[src/hw/rtl/tla_pkg.sv]
package tla_pkg;

    // ASCII codes used by the annotator
    localparam logic [7:0] CH_LF     = 8'h0A;
    localparam logic [7:0] CH_TAB    = 8'h09;
    localparam logic [7:0] CH_SPACE  = 8'h20;
    localparam logic [7:0] CH_ZERO   = 8'h30;
    localparam logic [7:0] CH_DOLLAR = 8'h24;
    localparam logic [7:0] CH_CARET  = 8'h5E;
    localparam logic [7:0] CH_CAP_I  = 8'h49;
    localparam logic [7:0] CH_CAP_M  = 8'h4D;
    localparam logic [7:0] CH_DASH   = 8'h2D;
    localparam logic [7:0] CH_QMARK  = 8'h3F;
    localparam logic [7:0] CH_DEL    = 8'd127;
    localparam logic [7:0] CTRL_OFS  = 8'd64;
    localparam logic [7:0] META_OFS  = 8'd128;

    localparam int CFG_ADDR_W = 3;
    localparam int CFG_DATA_W = 2;

    typedef enum logic [CFG_ADDR_W-1:0] {
        CFG_NUMBER_MODE      = 3'd0,
        CFG_SQUEEZE_BLANK    = 3'd1,
        CFG_SHOW_ENDS        = 3'd2,
        CFG_SHOW_TABS        = 3'd3,
        CFG_SHOW_NONPRINTING = 3'd4
    } t_cfg_reg;

    localparam logic [1:0] NUM_OFF     = 2'd0;
    localparam logic [1:0] NUM_ALL     = 2'd1;

    // escape prefix in front of the final character
    typedef enum logic [1:0] {
        ESC_NONE       = 2'd0,   // nothing
        ESC_CARET      = 2'd1,   // ^
        ESC_META       = 2'd2,   // M-
        ESC_META_CARET = 2'd3    // M-^
    } t_esc;

endpackage

[src/hw/rtl/tla_in_if.sv]
interface tla_in_if;
    logic       valid;
    logic       ready;
    logic [7:0] in_byte;

    modport source (output valid, output in_byte, input ready);
    modport sink (input valid, input in_byte, output ready);
endinterface

[src/hw/rtl/tla_out_if.sv]
interface tla_out_if;
    logic       valid;
    logic       ready;
    logic [7:0] out_byte;
    logic       last;

    modport source (output valid, output out_byte, output last, input ready);
    modport sink (input valid, input out_byte, input last, output ready);
endinterface

[src/hw/rtl/text_line_annotator.sv]
// Channel   | Dir | Word                  | Notes
// i_in      | in  | in_byte[7:0]          | one raw text byte per word
// o_out     | out | out_byte[7:0], last   | annotated bytes, last marks end of a run
// i_cfg_*   | in  | addr[2:0], wdata[1:0] | register write, no read-back
//
// Each input byte expands to 0..NUMBER_DIGITS+5 output bytes, emitted one per cycle
// from an item register while o_out does not stall; an input is taken in the cycle
// its item's last byte leaves, so a multi-byte item holds the input until that last
// byte leaves (single-byte items: full rate). Accepted bytes pass the item register,
// then the output register. Squeezed newlines are accepted and produce no output.
// Reset is synchronous, active low; a stall on o_out holds the item and the input.
module text_line_annotator #(
    parameter int NUMBER_DIGITS = 6
) (
    input  logic                           i_clk,
    input  logic                           i_rst_n,
    tla_in_if.sink                         i_in,
    tla_out_if.source                      o_out,
    input  logic                           i_cfg_we,
    input  logic [tla_pkg::CFG_ADDR_W-1:0] i_cfg_addr,
    input  logic [tla_pkg::CFG_DATA_W-1:0] i_cfg_wdata
);

    localparam int BW = 4 * NUMBER_DIGITS;
    localparam int NT = NUMBER_DIGITS + 1;          // digits plus tab
    localparam int PW = $clog2(NUMBER_DIGITS + 6);
    localparam int TW = $clog2(NT);

    // configuration
    logic [1:0] r_num_mode;
    logic       r_squeeze, r_ends, r_tabs, r_nonprint;

    // stream state
    logic [7:0]    r_prev;
    logic          r_start;
    logic [1:0]    r_blank;
    logic [BW-1:0] r_line;

    // item register
    logic          r_it_vld;
    logic [PW-1:0] r_pos, r_dpos, r_ppos, r_cpos;
    logic [7:0]    r_txt [NT];
    tla_pkg::t_esc r_esc;
    logic [7:0]    r_ch;

    // output register
    logic       r_ov, r_ol;
    logic [7:0] r_ob;

    logic          in_fire, adv, it_last;
    logic [7:0]    ch, fch, sel_byte;
    logic          line_start, squeeze_hit, emit, do_num, dollar;
    logic [1:0]    n_blank, plen, ridx;
    tla_pkg::t_esc esc;
    logic [BW-1:0] n_line, nines;
    logic [7:0]    n_txt [NT];
    logic [PW-1:0] n_dpos, n_ppos, n_cpos;

    assign ch      = i_in.in_byte;
    assign it_last = (r_pos == r_cpos);
    assign adv     = r_it_vld && (!r_ov || o_out.ready);
    assign i_in.ready = !r_it_vld || (adv && it_last);
    assign in_fire = i_in.valid && i_in.ready;

    always_comb begin
        line_start  = r_start || (r_prev == tla_pkg::CH_LF);
        squeeze_hit = r_squeeze && (ch == tla_pkg::CH_LF) && line_start;
        if (squeeze_hit) begin
            n_blank = (r_blank == 2'd2) ? 2'd2 : r_blank + 2'd1;
        end else begin
            n_blank = 2'd0;
        end
        emit   = (n_blank <= 2'd1);
        // mode 2 and 3 both number nonblank lines only
        do_num = emit && line_start && ((r_num_mode == tla_pkg::NUM_ALL) ||
                 (r_num_mode[1] && (ch != tla_pkg::CH_LF)));
        dollar = r_ends && (ch == tla_pkg::CH_LF);
    end

    // escape classification
    always_comb begin
        esc = tla_pkg::ESC_NONE;
        fch = ch;
        if (r_tabs && (ch == tla_pkg::CH_TAB)) begin
            esc = tla_pkg::ESC_CARET;
            fch = tla_pkg::CH_CAP_I;
        end else if (r_nonprint) begin
            if (ch inside {[8'd0:8'd8], [8'd11:8'd31]}) begin
                esc = tla_pkg::ESC_CARET;
                fch = ch + tla_pkg::CTRL_OFS;
            end else if (ch == tla_pkg::CH_DEL) begin
                esc = tla_pkg::ESC_CARET;
                fch = tla_pkg::CH_QMARK;
            end else if (ch inside {[8'd128:8'd159]}) begin
                esc = tla_pkg::ESC_META_CARET;
                fch = ch - tla_pkg::CTRL_OFS;
            end else if (ch inside {[8'd160:8'd254]}) begin
                esc = tla_pkg::ESC_META;
                fch = ch - tla_pkg::META_OFS;
            end else if (ch == 8'd255) begin
                esc = tla_pkg::ESC_META_CARET;
                fch = tla_pkg::CH_QMARK;
            end
        end
        case (esc)
            tla_pkg::ESC_NONE:       plen = 2'd0;
            tla_pkg::ESC_CARET:      plen = 2'd1;
            tla_pkg::ESC_META:       plen = 2'd2;
            tla_pkg::ESC_META_CARET: plen = 2'd3;
            default:                 plen = 2'd0;
        endcase
        n_dpos = do_num ? PW'(NT) : '0;
        n_ppos = n_dpos + PW'(dollar);
        n_cpos = n_ppos + PW'(plen);
    end

    // number text and BCD increment, saturating at all nines
    always_comb begin
        logic       leading;
        logic       carry;
        logic [3:0] dig;
        leading = 1'b1;
        carry   = 1'b1;
        nines   = '0;
        n_line  = r_line;
        for (int p = 0; p < NUMBER_DIGITS; p++) begin
            dig = r_line[4*(NUMBER_DIGITS-1-p) +: 4];
            if (leading && (dig == 4'd0) && (p < NUMBER_DIGITS - 1)) begin
                n_txt[p] = tla_pkg::CH_SPACE;
            end else begin
                leading  = 1'b0;
                n_txt[p] = tla_pkg::CH_ZERO + {4'h0, (dig > 4'd9) ? 4'd9 : dig};
            end
        end
        n_txt[NUMBER_DIGITS] = tla_pkg::CH_TAB;
        for (int d = 0; d < NUMBER_DIGITS; d++) begin
            nines[4*d +: 4] = 4'd9;
            dig = r_line[4*d +: 4];
            if (carry) begin
                if (dig >= 4'd9) begin
                    n_line[4*d +: 4] = 4'd0;
                end else begin
                    n_line[4*d +: 4] = dig + 4'd1;
                    carry = 1'b0;
                end
            end
        end
        if (r_line == nines) begin
            n_line = r_line;
        end
    end

    // byte at the current position of the item
    always_comb begin
        ridx = 2'(r_pos - r_ppos);
        if (r_pos < r_dpos) begin
            sel_byte = r_txt[r_pos[TW-1:0]];
        end else if (r_pos < r_ppos) begin
            sel_byte = tla_pkg::CH_DOLLAR;
        end else if (r_pos < r_cpos) begin
            if (r_esc == tla_pkg::ESC_CARET || ridx == 2'd2) begin
                sel_byte = tla_pkg::CH_CARET;
            end else if (ridx == 2'd0) begin
                sel_byte = tla_pkg::CH_CAP_M;
            end else begin
                sel_byte = tla_pkg::CH_DASH;
            end
        end else begin
            sel_byte = r_ch;
        end
    end

    always_ff @(posedge i_clk) begin
        if (!i_rst_n) begin
            r_num_mode <= '0;
            r_squeeze  <= 1'b0;
            r_ends     <= 1'b0;
            r_tabs     <= 1'b0;
            r_nonprint <= 1'b0;
        end else if (i_cfg_we) begin
            case (i_cfg_addr)
                tla_pkg::CFG_NUMBER_MODE:      r_num_mode <= i_cfg_wdata;
                tla_pkg::CFG_SQUEEZE_BLANK:    r_squeeze  <= i_cfg_wdata[0];
                tla_pkg::CFG_SHOW_ENDS:        r_ends     <= i_cfg_wdata[0];
                tla_pkg::CFG_SHOW_TABS:        r_tabs     <= i_cfg_wdata[0];
                tla_pkg::CFG_SHOW_NONPRINTING: r_nonprint <= i_cfg_wdata[0];
                default: ;
            endcase
        end
    end

    always_ff @(posedge i_clk) begin
        if (!i_rst_n) begin
            r_prev   <= '0;
            r_start  <= 1'b1;
            r_blank  <= '0;
            r_line   <= BW'(1);
            r_it_vld <= 1'b0;
            r_pos    <= '0;
            r_ov     <= 1'b0;
        end else begin
            if (in_fire) begin
                r_prev   <= ch;
                r_start  <= 1'b0;
                r_blank  <= n_blank;
                if (do_num) begin
                    r_line <= n_line;
                end
                r_it_vld <= emit;
                r_pos    <= '0;
            end else if (adv) begin
                if (it_last) begin
                    r_it_vld <= 1'b0;
                end else begin
                    r_pos <= r_pos + PW'(1);
                end
            end
            if (adv) begin
                r_ov <= 1'b1;
            end else if (o_out.ready) begin
                r_ov <= 1'b0;
            end
        end
    end

    always_ff @(posedge i_clk) begin
        if (in_fire) begin
            r_txt  <= n_txt;
            r_esc  <= esc;
            r_ch   <= fch;
            r_dpos <= n_dpos;
            r_ppos <= n_ppos;
            r_cpos <= n_cpos;
        end
        if (adv) begin
            r_ob <= sel_byte;
            r_ol <= it_last;
        end
    end

    assign o_out.valid    = r_ov;
    assign o_out.out_byte = r_ob;
    assign o_out.last     = r_ol;

endmodule

[src/flat_wrapper.sv]
// flat-port wrapper written by rule: the top's interface ports become plain ports
module text_line_annotator_flat 
#(
    parameter int NUMBER_DIGITS = 6
)
  (i_clk, i_rst_n, i_cfg_we, i_cfg_addr, i_cfg_wdata, i_in_valid, i_in_in_byte, i_in_ready, o_out_valid, o_out_out_byte, o_out_last, o_out_ready);
  tla_in_if i_in_i ();
  tla_out_if o_out_i ();
  input  logic i_clk;
  input  logic i_rst_n;
  input  logic i_cfg_we;
  input  logic [tla_pkg::CFG_ADDR_W-1:0] i_cfg_addr;
  input  logic [tla_pkg::CFG_DATA_W-1:0] i_cfg_wdata;
  input wire logic [$bits(i_in_i.valid)-1:0] i_in_valid;
  input wire logic [$bits(i_in_i.in_byte)-1:0] i_in_in_byte;
  output wire logic [$bits(i_in_i.ready)-1:0] i_in_ready;
  output wire logic [$bits(o_out_i.valid)-1:0] o_out_valid;
  output wire logic [$bits(o_out_i.out_byte)-1:0] o_out_out_byte;
  output wire logic [$bits(o_out_i.last)-1:0] o_out_last;
  input wire logic [$bits(o_out_i.ready)-1:0] o_out_ready;
  assign i_in_i.valid = i_in_valid;
  assign i_in_i.in_byte = i_in_in_byte;
  assign i_in_ready = i_in_i.ready;
  assign o_out_valid = o_out_i.valid;
  assign o_out_out_byte = o_out_i.out_byte;
  assign o_out_last = o_out_i.last;
  assign o_out_i.ready = o_out_ready;
  text_line_annotator #(.NUMBER_DIGITS(NUMBER_DIGITS)) u_core (.i_clk(i_clk), .i_rst_n(i_rst_n), .i_in(i_in_i), .o_out(o_out_i), .i_cfg_we(i_cfg_we), .i_cfg_addr(i_cfg_addr), .i_cfg_wdata(i_cfg_wdata));
endmodule
[config.mk]
export PLATFORM = sky130hd
export DESIGN_NAME = text_line_annotator_flat
export DESIGN_NICKNAME = d
export VERILOG_FILES = /design/src/hw/rtl/tla_pkg.sv /design/src/hw/rtl/tla_in_if.sv /design/src/hw/rtl/tla_out_if.sv /design/src/hw/rtl/text_line_annotator.sv /design/src/flat_wrapper.sv
export SDC_FILE = /design/constraint.sdc
export NUM_CORES = 1
export LEC_CHECK = 0
export BUFFER_PORTS_ARGS = -buffer_cell sky130_fd_sc_hd__buf_2
export CORE_ASPECT_RATIO = 0.6
export CORE_MARGIN = 10
export CORE_UTILIZATION = 32
export DETAILED_ROUTE_END_ITERATION = 10
export SYNTH_ARGS = -nofsm -noshare
export SYNTH_HDL_FRONTEND = slang
export SYNTH_SLANG_ARGS = --single-unit
[constraint.sdc]
create_clock -name i_clk -period 5.2 [get_ports i_clk]
set_input_delay 0.78 -clock i_clk [delete_from_list [all_inputs] [get_ports i_clk]]
set_output_delay 0.78 -clock i_clk [all_outputs]
set_load 0.1 [all_outputs]
==> results of run 1 <==
==> layer usage <==
| layer | GRT usage (%) | vias to the layer above | part of all wire [%] |
|---|---|---|---|
| met5 | 0 | - | 0 |
| met4 | 2.77 | 0 | 0.73 |
| met3 | 3.14 | 8 | 7.3 |
| met2 | 15.1 | 121 | 40 |
| met1 | 16.4 | 1950 | 52 |
| li1 | - | 2031 | - |
==> logic make-up (layout without fill, tap and decap cells) <==
group / Yosys count / after routing / synth area share (%)
buffers and inverters: 76 / 88 / 5.30
and+or+nand+nor: 213 / 213 / 20.1
xor gates and xnor gates: 5 / 5 / 0.776
adders and majority gates: 45 / 45 / 10.1
AOI/OAI and AO/OA: 107 / 107 / 13.1
DFF: 103 / 103 / 46.5
muxes: 17 / 17 / 4.15
==> path summary, 6_finish.rpt <==
path	startpoint	to	slack (ps)	depth (start not counted)
worst max-delay path	u_core.r_pos[0]$_SDFFE_PP0P_	u_core.r_line[22]$_SDFFE_PN0P_	1640	8
worst min-delay path	u_core.r_start$_SDFFE_PN1P_	u_core.r_start$_SDFFE_PN1P_	450	2
worst max register to register	u_core.r_pos[0]$_SDFFE_PP0P_	u_core.r_line[22]$_SDFFE_PN0P_	1640	8
worst min register to register	u_core.r_start$_SDFFE_PN1P_	u_core.r_start$_SDFFE_PN1P_	450	2
==> state kept, by name, summed over array words and instances (netlist names), 2 cells and up <==
register               cells
u_core.r_ch                8
u_core.o_out.out_byte      8
u_core.r_num_mode          2
u_core.r_pos               4
u_core.r_cpos              4
u_core.r_esc               2
u_core.r_ppos              3
u_core.r_line             24
u_core.r_prev              8
u_core.r_txt              29
u_core.r_blank             2
==> cell usage after synthesis, drive strengths merged (15+ instances only) <==
library cell,number
dfxtp,47
nand2,64
o21ai,21
inv,40
nand3,22
ha,44
a21boi,22
edfxtp,56
clkbuf,30
nor2,39
nor2b,15
a21oi,16
==> worst register-to-register path: cells and delay by family, from the launching register on <==
kind | cells | cell delay (ps)
AO/OA/AOI/OAI | 3 | 1280
adder cells (fa/ha/maj) | 1 | 320
buffers and inverters | 1 | 180
flip-flops | 1 | 810
AND/OR/NAND/NOR | 3 | 870
==> power breakdown <==
group          leakage [nW]  switching, mW  total, mW  internal (mW)
sequential            0.930         0.0187      0.920          0.901
combinational          1.33          0.136      0.191         0.0545
clock                 0.148          0.287      0.658          0.371
total                  2.41          0.442       1.77           1.33
==> cell type report <==
type                            count  area (um^2)  area share, %
Multi-Input combinational cell    387         2720           43.6
Sequential cell                   103         2620           42.0
Tap cell                          234          293           4.69
Clock buffer                       13          273           4.37
Inverter                           42          158           2.52
Timing Repair Buffer               30          155           2.48
Clock inverter                      3         23.8          0.381
==> placed cells by master, fill, tap and decap left out, drive strengths merged, types with 5 or more instances in the layout <==
master and count:
a21boi 22, a21oi 16, a31oi 5, and2 5, and3 6, buf 30, clkbuf 13, dfxtp 47
edfxtp 56, ha 44, inv 42, mux2i 11, mux4 5, nand2 64, nand2b 9, nand3 22
nand4 8, nand4b 5, nor2 39, nor2b 15, nor3 11, o21a 7, o21ai 21, o22ai 5
or3b 5
==> metrics by stage <==
stage / hold slack [ps] / setup WS [ps] / instances / power, mW
5_1_grt: 485 / 1290 / 812 / 1.84
3_3_place_gp: 436 / 1480 / 796 / 1.12
4_1_cts: 457 / 1590 / 812 / 1.79
6_report: 454 / 1640 / 812 / 1.77
3_5_place_dp: 446 / 1370 / 796 / 1.13
2_1_floorplan: 422 / 1520 / 566 / 1.07
==> impl_metrics.tcl, run 1 <==
set metrics [dict create \
    status "completed" \
    antenna_cells 0 \
    syn_avg_cell_area_um2 9.97 \
    period_needed_ps 3560 \
    finish.net_count 636 \
    area_growth_pct 10.7 \
    ioPinCount 29 \
    syn_inst 566 \
    ir_drop_mv 0.172 \
    clk_path_buf_depth 2 \
    antenna_found_initial 0 \
    grt_max_degree 57 \
    max_cap_viol_count 0 \
    yosysUniqueCellTypes 65 \
    cp-end-kind "flip-flop" \
    dpl-instance-area_um2 5950 \
    wl_per_cell_um 15.6 \
    synth.largest_area_cell "edfxtp_1" \
    slowest_stage "dfxtp_1" \
    fin_tns_setup_ps 0 \
    vias_per_cell 5.06 \
    syn_area_um2 5640 \
    grt-ovfl-total 0 \
    die-width_um 191 \
    hold_violations 0 \
    ys_seq_elements 103 \
    drc 0 \
    setup_viol 0 \
    fin_util_pct 36.3 \
    hold_path.class "flip-flop to flip-flop" \
    core_area_um2 17200 \
    vias 4110 \
    synth_warnings 0 \
    synthFlopType "edfxtp_1" \
    max_stage_delay_ps 810 \
    dp_hpwl_um 9660 \
    grt_util_all_layers_pct 11.0 \
    fin_skew_ps 9.31 \
    relSlewSlack_pct 24.9 \
    start_util_pct 32.8 \
    clkSlewWorstSetupHoldPaths_ps 70 \
    rsz0062_at_grt "false" \
    cts_repair_resize_count 0 \
    synth_area_leaders "edfxtp_1 30%, dfxtp_1 17%, ha_1 9.8%" \
    cts_hold_buf 0 \
    drt_wl_total_um 12700 \
    cp_cell_sequence "inv_1 > ha_1 > and4_1 > nand2_1 > a2111oi_0 > nand3_1 > o311a_1 > a41o_1" \
    min_period_over_period_pct 68.5 \
    first_pass_iters 5 \
    cts_buffers 9 \
    path_max_fanout 17 \
    p_per_area_nw_per_um2 283 \
    clk_latency_ps 340 \
    max_freq_mhz 281 \
    drt_iter0_markers 421 \
    crit_buf_inv 1 \
    die_h_um 123 \
    worst_pin_slew_ps 1130 \
    drive_gt1_share_pct 11.6 \
    clock_sinks 103 \
    portBuffers 28 \
    syn-num-nets 629 \
    cp_data_arrival_time_ps 3790 \
    grt_pass1_wl_um 20600 \
    rows 37 \
    slew_violations 0 \
    synth_top_area_share_pct 29.8 \
    grt_pass1_vias 3864 \
    cts_tree "yes" \
    worst_path_dominant_cell_family "compound AO/OA/AOI/OAI gates" \
    final_area_um2 6240 \
    async_reset_ff_share_pct 0 \
    crit_required_ps 5430 \
    htreeDepth 3 \
    ant_nets 0 \
    cts_root_buf "clkbuf_16" \
    gp_congestion 0.862 \
    startpoint_type "flip-flop" \
    synth-edff-count 56 \
    fill_cells 1718 \
    yosysSeqAreaShare_pct 46.5 \
    p_leak_nw 2.41 \
    die_area_um2 23500 \
    setup.worst_path.class "flip-flop to flip-flop" \
    post-cts-setup-buffer-count 0 \
]
(Power assumes the default switching activity.)
==> inputs of run 2 (changes only) <==
==> constraint.sdc (replaced) <==
create_clock -name i_clk -period 3.52 [get_ports i_clk]
set_input_delay 0.528 -clock i_clk [delete_from_list [all_inputs] [get_ports i_clk]]
set_output_delay 0.528 -clock i_clk [all_outputs]
set_load 0.1 [all_outputs]
==> run 2 against run 1 <==
Sequential cell count unchanged. Final area up 2.1%. Largest power group unchanged. Largest cell class unchanged. Final cell count up 1.5%. Clock skew up 0.75 ps. Die area unchanged. Count of clock-buffer cells in the layout down 3. First-iteration DRC count up 0.71%. Setup slack worse by 1300 ps. Via count up 2.4%. Non-clock buffer count up 12. Total power up 56%.
==> impl_metrics.tcl, run 2 (same netlist as run 1, synthesis figures left out) <==
set metrics [dict create \
    status "completed" \
    startpoint_type "primary input" \
    cts_buffers 9 \
    portBuffers 28 \
    rsz0062_at_grt "false" \
    drt_iter0_markers 424 \
    drive_gt1_share_pct 13.4 \
    p_per_area_nw_per_um2 434 \
    dp_hpwl_um 9900 \
    clk_latency_ps 340 \
    setup.worst_path.class "primary input to flip-flop" \
    fin_cells 824 \
    largest_register "u_core.r_txt" \
    drc 0 \
    min_from "i_cfg_wdata[1]" \
    rows 37 \
    cts_root_buf "clkbuf_16" \
    vias_per_cell 5.11 \
    relSlewSlack_pct 49.0 \
    hold_violations 0 \
    reg_top3 "u_core.r_txt x29, u_core.r_line x24" \
    htreeDepth 3 \
    largest_register_ffs 29 \
    worst_slack_ps 363 \
    crit_required_ps 3610 \
    whs_path_depth 3 \
    ir_drop_mv 0.235 \
    min_period_over_period_pct 89.7 \
    layout_common_cells "64 x nand2_1, 56 x edfxtp_1, 47 x dfxtp_1, 44 x ha_1, 40 x inv_1" \
    ant_nets 0 \
    startpoint "i_in_in_byte[7]" \
    finish.net_count 648 \
    grt_util_all_layers_pct 11.3 \
    area_growth_pct 13.0 \
    fin_skew_ps 10.1 \
    clk_path_buf_depth 2 \
    dp_cells 808 \
    grt_max_degree 51 \
    post-cts-setup-buffer-count 0 \
    die_h_um 123 \
    drt_wl_total_um 13000 \
    clock_sinks 103 \
    start_util_pct 32.8 \
    dpl-instance-area_um2 6040 \
    grt_pass1_wl_um 21400 \
    max_cap_viol_count 0 \
    first_pass_iters 5 \
    worst_pin_slew_ps 757 \
    cp_data_arrival_time_ps 3250 \
    layout_commonest_cell "nand2_1" \
    core_area_um2 17200 \
    fin_util_pct 37.0 \
    cts_tree "yes" \
    antenna_cells 0 \
    wl_per_cell_um 15.8 \
    grt-ovfl-total 0 \
    r2r-start "u_core.r_line[20]$_SDFFE_PN0P_" \
    clkSlewWorstSetupHoldPaths_ps 70 \
    die-width_um 191 \
    path_max_fanout 9 \
    gp_congestion 0.887 \
    dp_slack_ps 65.2 \
    ioPinCount 29 \
    vias 4208 \
    antenna_found_initial 0 \
    fin_tns_setup_ps 0 \
    final_area_um2 6380 \
    max_freq_mhz 317 \
    p_leak_nw 2.49 \
    fin_hold_ws_ps 453 \
    die_area_um2 23500 \
    slew_violations 0 \
    period_needed_ps 3160 \
    grt_pass1_vias 3903 \
    hold_path.class "primary input to flip-flop" \
    cts_repair_resize_count 0 \
    cp-end-kind "flip-flop" \
    cts_hold_buf 0 \
    p_total_mw 2.77 \
    reg2regPathDepth 8 \
    setup_viol 0 \
]
-- run 2: worst max-delay path: stages --
cell and delay, ps:
buf_2 160, inv_1 140, ha_1 240, or3b_2 490
nor4_1 390, nor3_1 170, ha_1 320, inv_1 80
ha_1 160, inv_1 50, fa_1 370, xnor2_1 140
-- run 2: power breakdown --
part / total [mW] / internal (mW) / switching, mW
Sequential: 1.35 / 1.33 / 0.0210
Clock: 1.12 / 0.694 / 0.425
Combinational: 0.295 / 0.0857 / 0.209
-- run 2: worst paths after layout --
path / slack [ps] / end
worst max-delay path: 360 / u_core.r_cpos[2]$_DFFE_PP_
worst min-delay path: 450 / u_core.r_num_mode[1]$_SDFFE_PN0P_
worst max register to register: 400 / u_core.r_txt[17]$_SDFFCE_PP0P_
worst min register to register: 450 / u_core.r_start$_SDFFE_PN1P_
-- run 2: layer usage --
metal  GRT usage, %  share of wire [%]  up-vias
met5              0                  0        -
met4           2.62                1.0        0
met3           2.46                5.6       18
met2           14.9                 40      113
met1           17.8                 53     2023
li1               -                  -     2054
-- run 2: layout make-up --
type | instances | area (um^2)
clock buffer | 10 | 229
timing repair buffer | 42 | 245
clock inverter | 6 | 109
multi-input combinational | 387 | 2720
sequential | 103 | 2620
tap | 234 | 293
fill | 1714 | 10800
inverter | 42 | 159
==> inputs of run 3 (changes only) <==
--- a/config.mk
+++ b/config.mk
@@ -7,7 +7,7 @@
 export LEC_CHECK = 0
 export BUFFER_PORTS_ARGS = -buffer_cell sky130_fd_sc_hd__buf_2
 export CORE_ASPECT_RATIO = 0.6
-export CORE_MARGIN = 10
+export CORE_MARGIN = 2
 export CORE_UTILIZATION = 32
 export DETAILED_ROUTE_END_ITERATION = 10
 export SYNTH_ARGS = -nofsm -noshare
==> run 3 against run 2 <==
First-iteration DRC count is 6.1% lower. Critical path type is now flip-flop to flip-flop. Sequential power hardly changed. Largest cell class unchanged. Clock power shrank 6%. Clock skew down 2.3 ps. Worst hold slack worse by 1.9 ps. Setup slack improved by 38 ps. Largest power group unchanged. Global-route usage is 2.9 points higher.
==> impl_metrics.tcl, run 3 (same netlist as run 1, synthesis figures left out) <==
set metrics [dict create \
    min_from "u_core.r_start$_SDFFE_PN1P_" \
    startpoint_type "flip-flop" \
    register_area_um2 2620 \
    gp_congestion 0.903 \
    reg_top3 "u_core.r_txt x29, u_core.r_line x24" \
    vias_per_cell 5.09 \
    fill_cells 1677 \
    min_period_over_period_pct 88.6 \
    core_area_um2 17200 \
    largest_register_ffs 29 \
    antenna_cells 0 \
    cp_cell_sequence "inv_1 > ha_1 > or3b_4 > or4b_4 > or4b_4 > nor4b_4 > nand3_2 > and3_1" \
    dpl-instance-area_um2 6020 \
    rsz0062_at_grt "false" \
    antenna_found_initial 0 \
    post-cts-setup-buffer-count 0 \
    grt-ovfl-total 0 \
    drt_iter0_markers 398 \
    worstReg2RegEnd "u_core.r_txt[17]$_SDFFCE_PP0P_" \
    cts_hold_buf 0 \
    portBuffers 28 \
    vias 4177 \
    die_area_um2 18700 \
    cp_data_arrival_time_ps 3220 \
    drt_wl_total_um 12800 \
    crit_buf_inv 1 \
    finish.net_count 645 \
    max_stage_delay_ps 580 \
    ant_nets 0 \
    largest_register "u_core.r_txt" \
    slowest_stage "or4b_4" \
    period_needed_ps 3120 \
    slew_violations 0 \
    hold_violations 0 \
    cts_root_buf "clkbuf_16" \
    drc 0 \
    die-width_um 175 \
    status "completed" \
    r2r-start "u_core.r_line[20]$_SDFFE_PN0P_" \
    clock_sinks 103 \
    grt_util_all_layers_pct 14.2 \
    drive_gt1_share_pct 12.4 \
    dp_hpwl_um 9600 \
    rrSetupSlack_ps 400 \
    reg2regPathDepth 8 \
    p_per_area_nw_per_um2 425 \
    cp-end-kind "flip-flop" \
    p_leak_nw 2.45 \
    setup.worst_path.class "flip-flop to flip-flop" \
    cts_repair_resize_count 0 \
    clk_path_buf_depth 2 \
    multiInputGateArea_um2 2720 \
    grt_pass1_wl_um 20700 \
    crit_required_ps 3620 \
    first_pass_iters 5 \
    clk_latency_ps 350 \
    relSlewSlack_pct 48.0 \
    grt_pass1_vias 4017 \
    worst_pin_slew_ps 772 \
    max_cap_viol_count 0 \
    grt_max_degree 48 \
    rows 37 \
    clkSlewWorstSetupHoldPaths_ps 70 \
    path_max_fanout 7 \
    hold_end "u_core.r_start$_SDFFE_PN1P_" \
    htreeDepth 3 \
    worst_path_dominant_cell_family "simple AND/OR/NAND/NOR gates" \
    area_growth_pct 12.1 \
    path_common_cell "or4b_4" \
    cts_tree "yes" \
    ioPinCount 29 \
    layout_common_cells "64 x nand2_1, 56 x edfxtp_1, 47 x dfxtp_1, 44 x ha_1, 40 x inv_1" \
    ir_drop_mv 0.236 \
    final_area_um2 6320 \
    die_h_um 107 \
    setup_viol 0 \
    max_freq_mhz 321 \
    wl_per_cell_um 15.5 \
    whs_path_depth 2 \
    cts_buffers 9 \
    start_util_pct 32.8 \
    hold_path.class "flip-flop to flip-flop" \
    fin_skew_ps 7.80 \
    layout_commonest_cell "nand2_1" \
    fin_util_pct 36.8 \
    fin_tns_setup_ps 0 \
]
[run 3: through the flow]
stage	setup WS, ps	power, mW	hold WS, ps	std cells
after floorplan	449	1.58	422	566
after global placement	180	1.66	434	805
after detailed placement	91.8	1.67	444	805
after CTS	414	2.71	453	821
after global routing	221	2.79	463	821
final	402	2.69	451	821
[run 3: routing by layer]
metal | routed length [um] | track usage (%)
met1 | 6810 | 22.0
met2 | 4960 | 19.3
met3 | 831 | 3.55
met4 | 159 | 3.66
met5 | 0 | 0
[run 3: worst max-delay path by stage]
stage / start / to / slack, ps / cells past startpoint
after detailed placement: i_in_in_byte[6] / u_core.r_cpos[2]$_DFFE_PP_ / 90 / 12
final: u_core.r_line[20]$_SDFFE_PN0P_ / u_core.r_txt[17]$_SDFFCE_PP0P_ / 400 / 8
after global placement: i_in_in_byte[7] / u_core.r_cpos[1]$_DFFE_PP_ / 180 / 12
after floorplan: i_in_in_byte[6] / u_core.r_cpos[2]$_DFFE_PP_ / 450 / 11
after global routing: i_in_in_byte[7] / u_core.r_cpos[2]$_DFFE_PP_ / 220 / 12
after CTS: u_core.r_line[20]$_SDFFE_PN0P_ / u_core.r_txt[17]$_SDFFCE_PP0P_ / 410 / 8
[run 3: worst reg2reg max path, stage by stage (launching register included)]
cell and delay (ps):
dfxtp_1 390, inv_1 110, ha_1 200, or3b_4 400, or4b_4 550, or4b_4 580, nor4b_4 340, nand3_2 130
and3_1 190
[run 3: area by class of cell]
class,instances,area share (%)
Multi-Input combinational cell,387,43.0
Tap cell,234,4.63
Inverter,42,2.51
Sequential cell,103,41.5
Clock inverter,4,1.13
Clock buffer,12,3.74
Timing Repair Buffer,39,3.52
[run 3: report_power, final]
group	leakage, nW	internal, mW	switching [mW]	total, mW
Clock	0.144	0.622	0.424	1.05
Sequential	0.930	1.33	0.0214	1.35
Combinational	1.37	0.0856	0.208	0.293
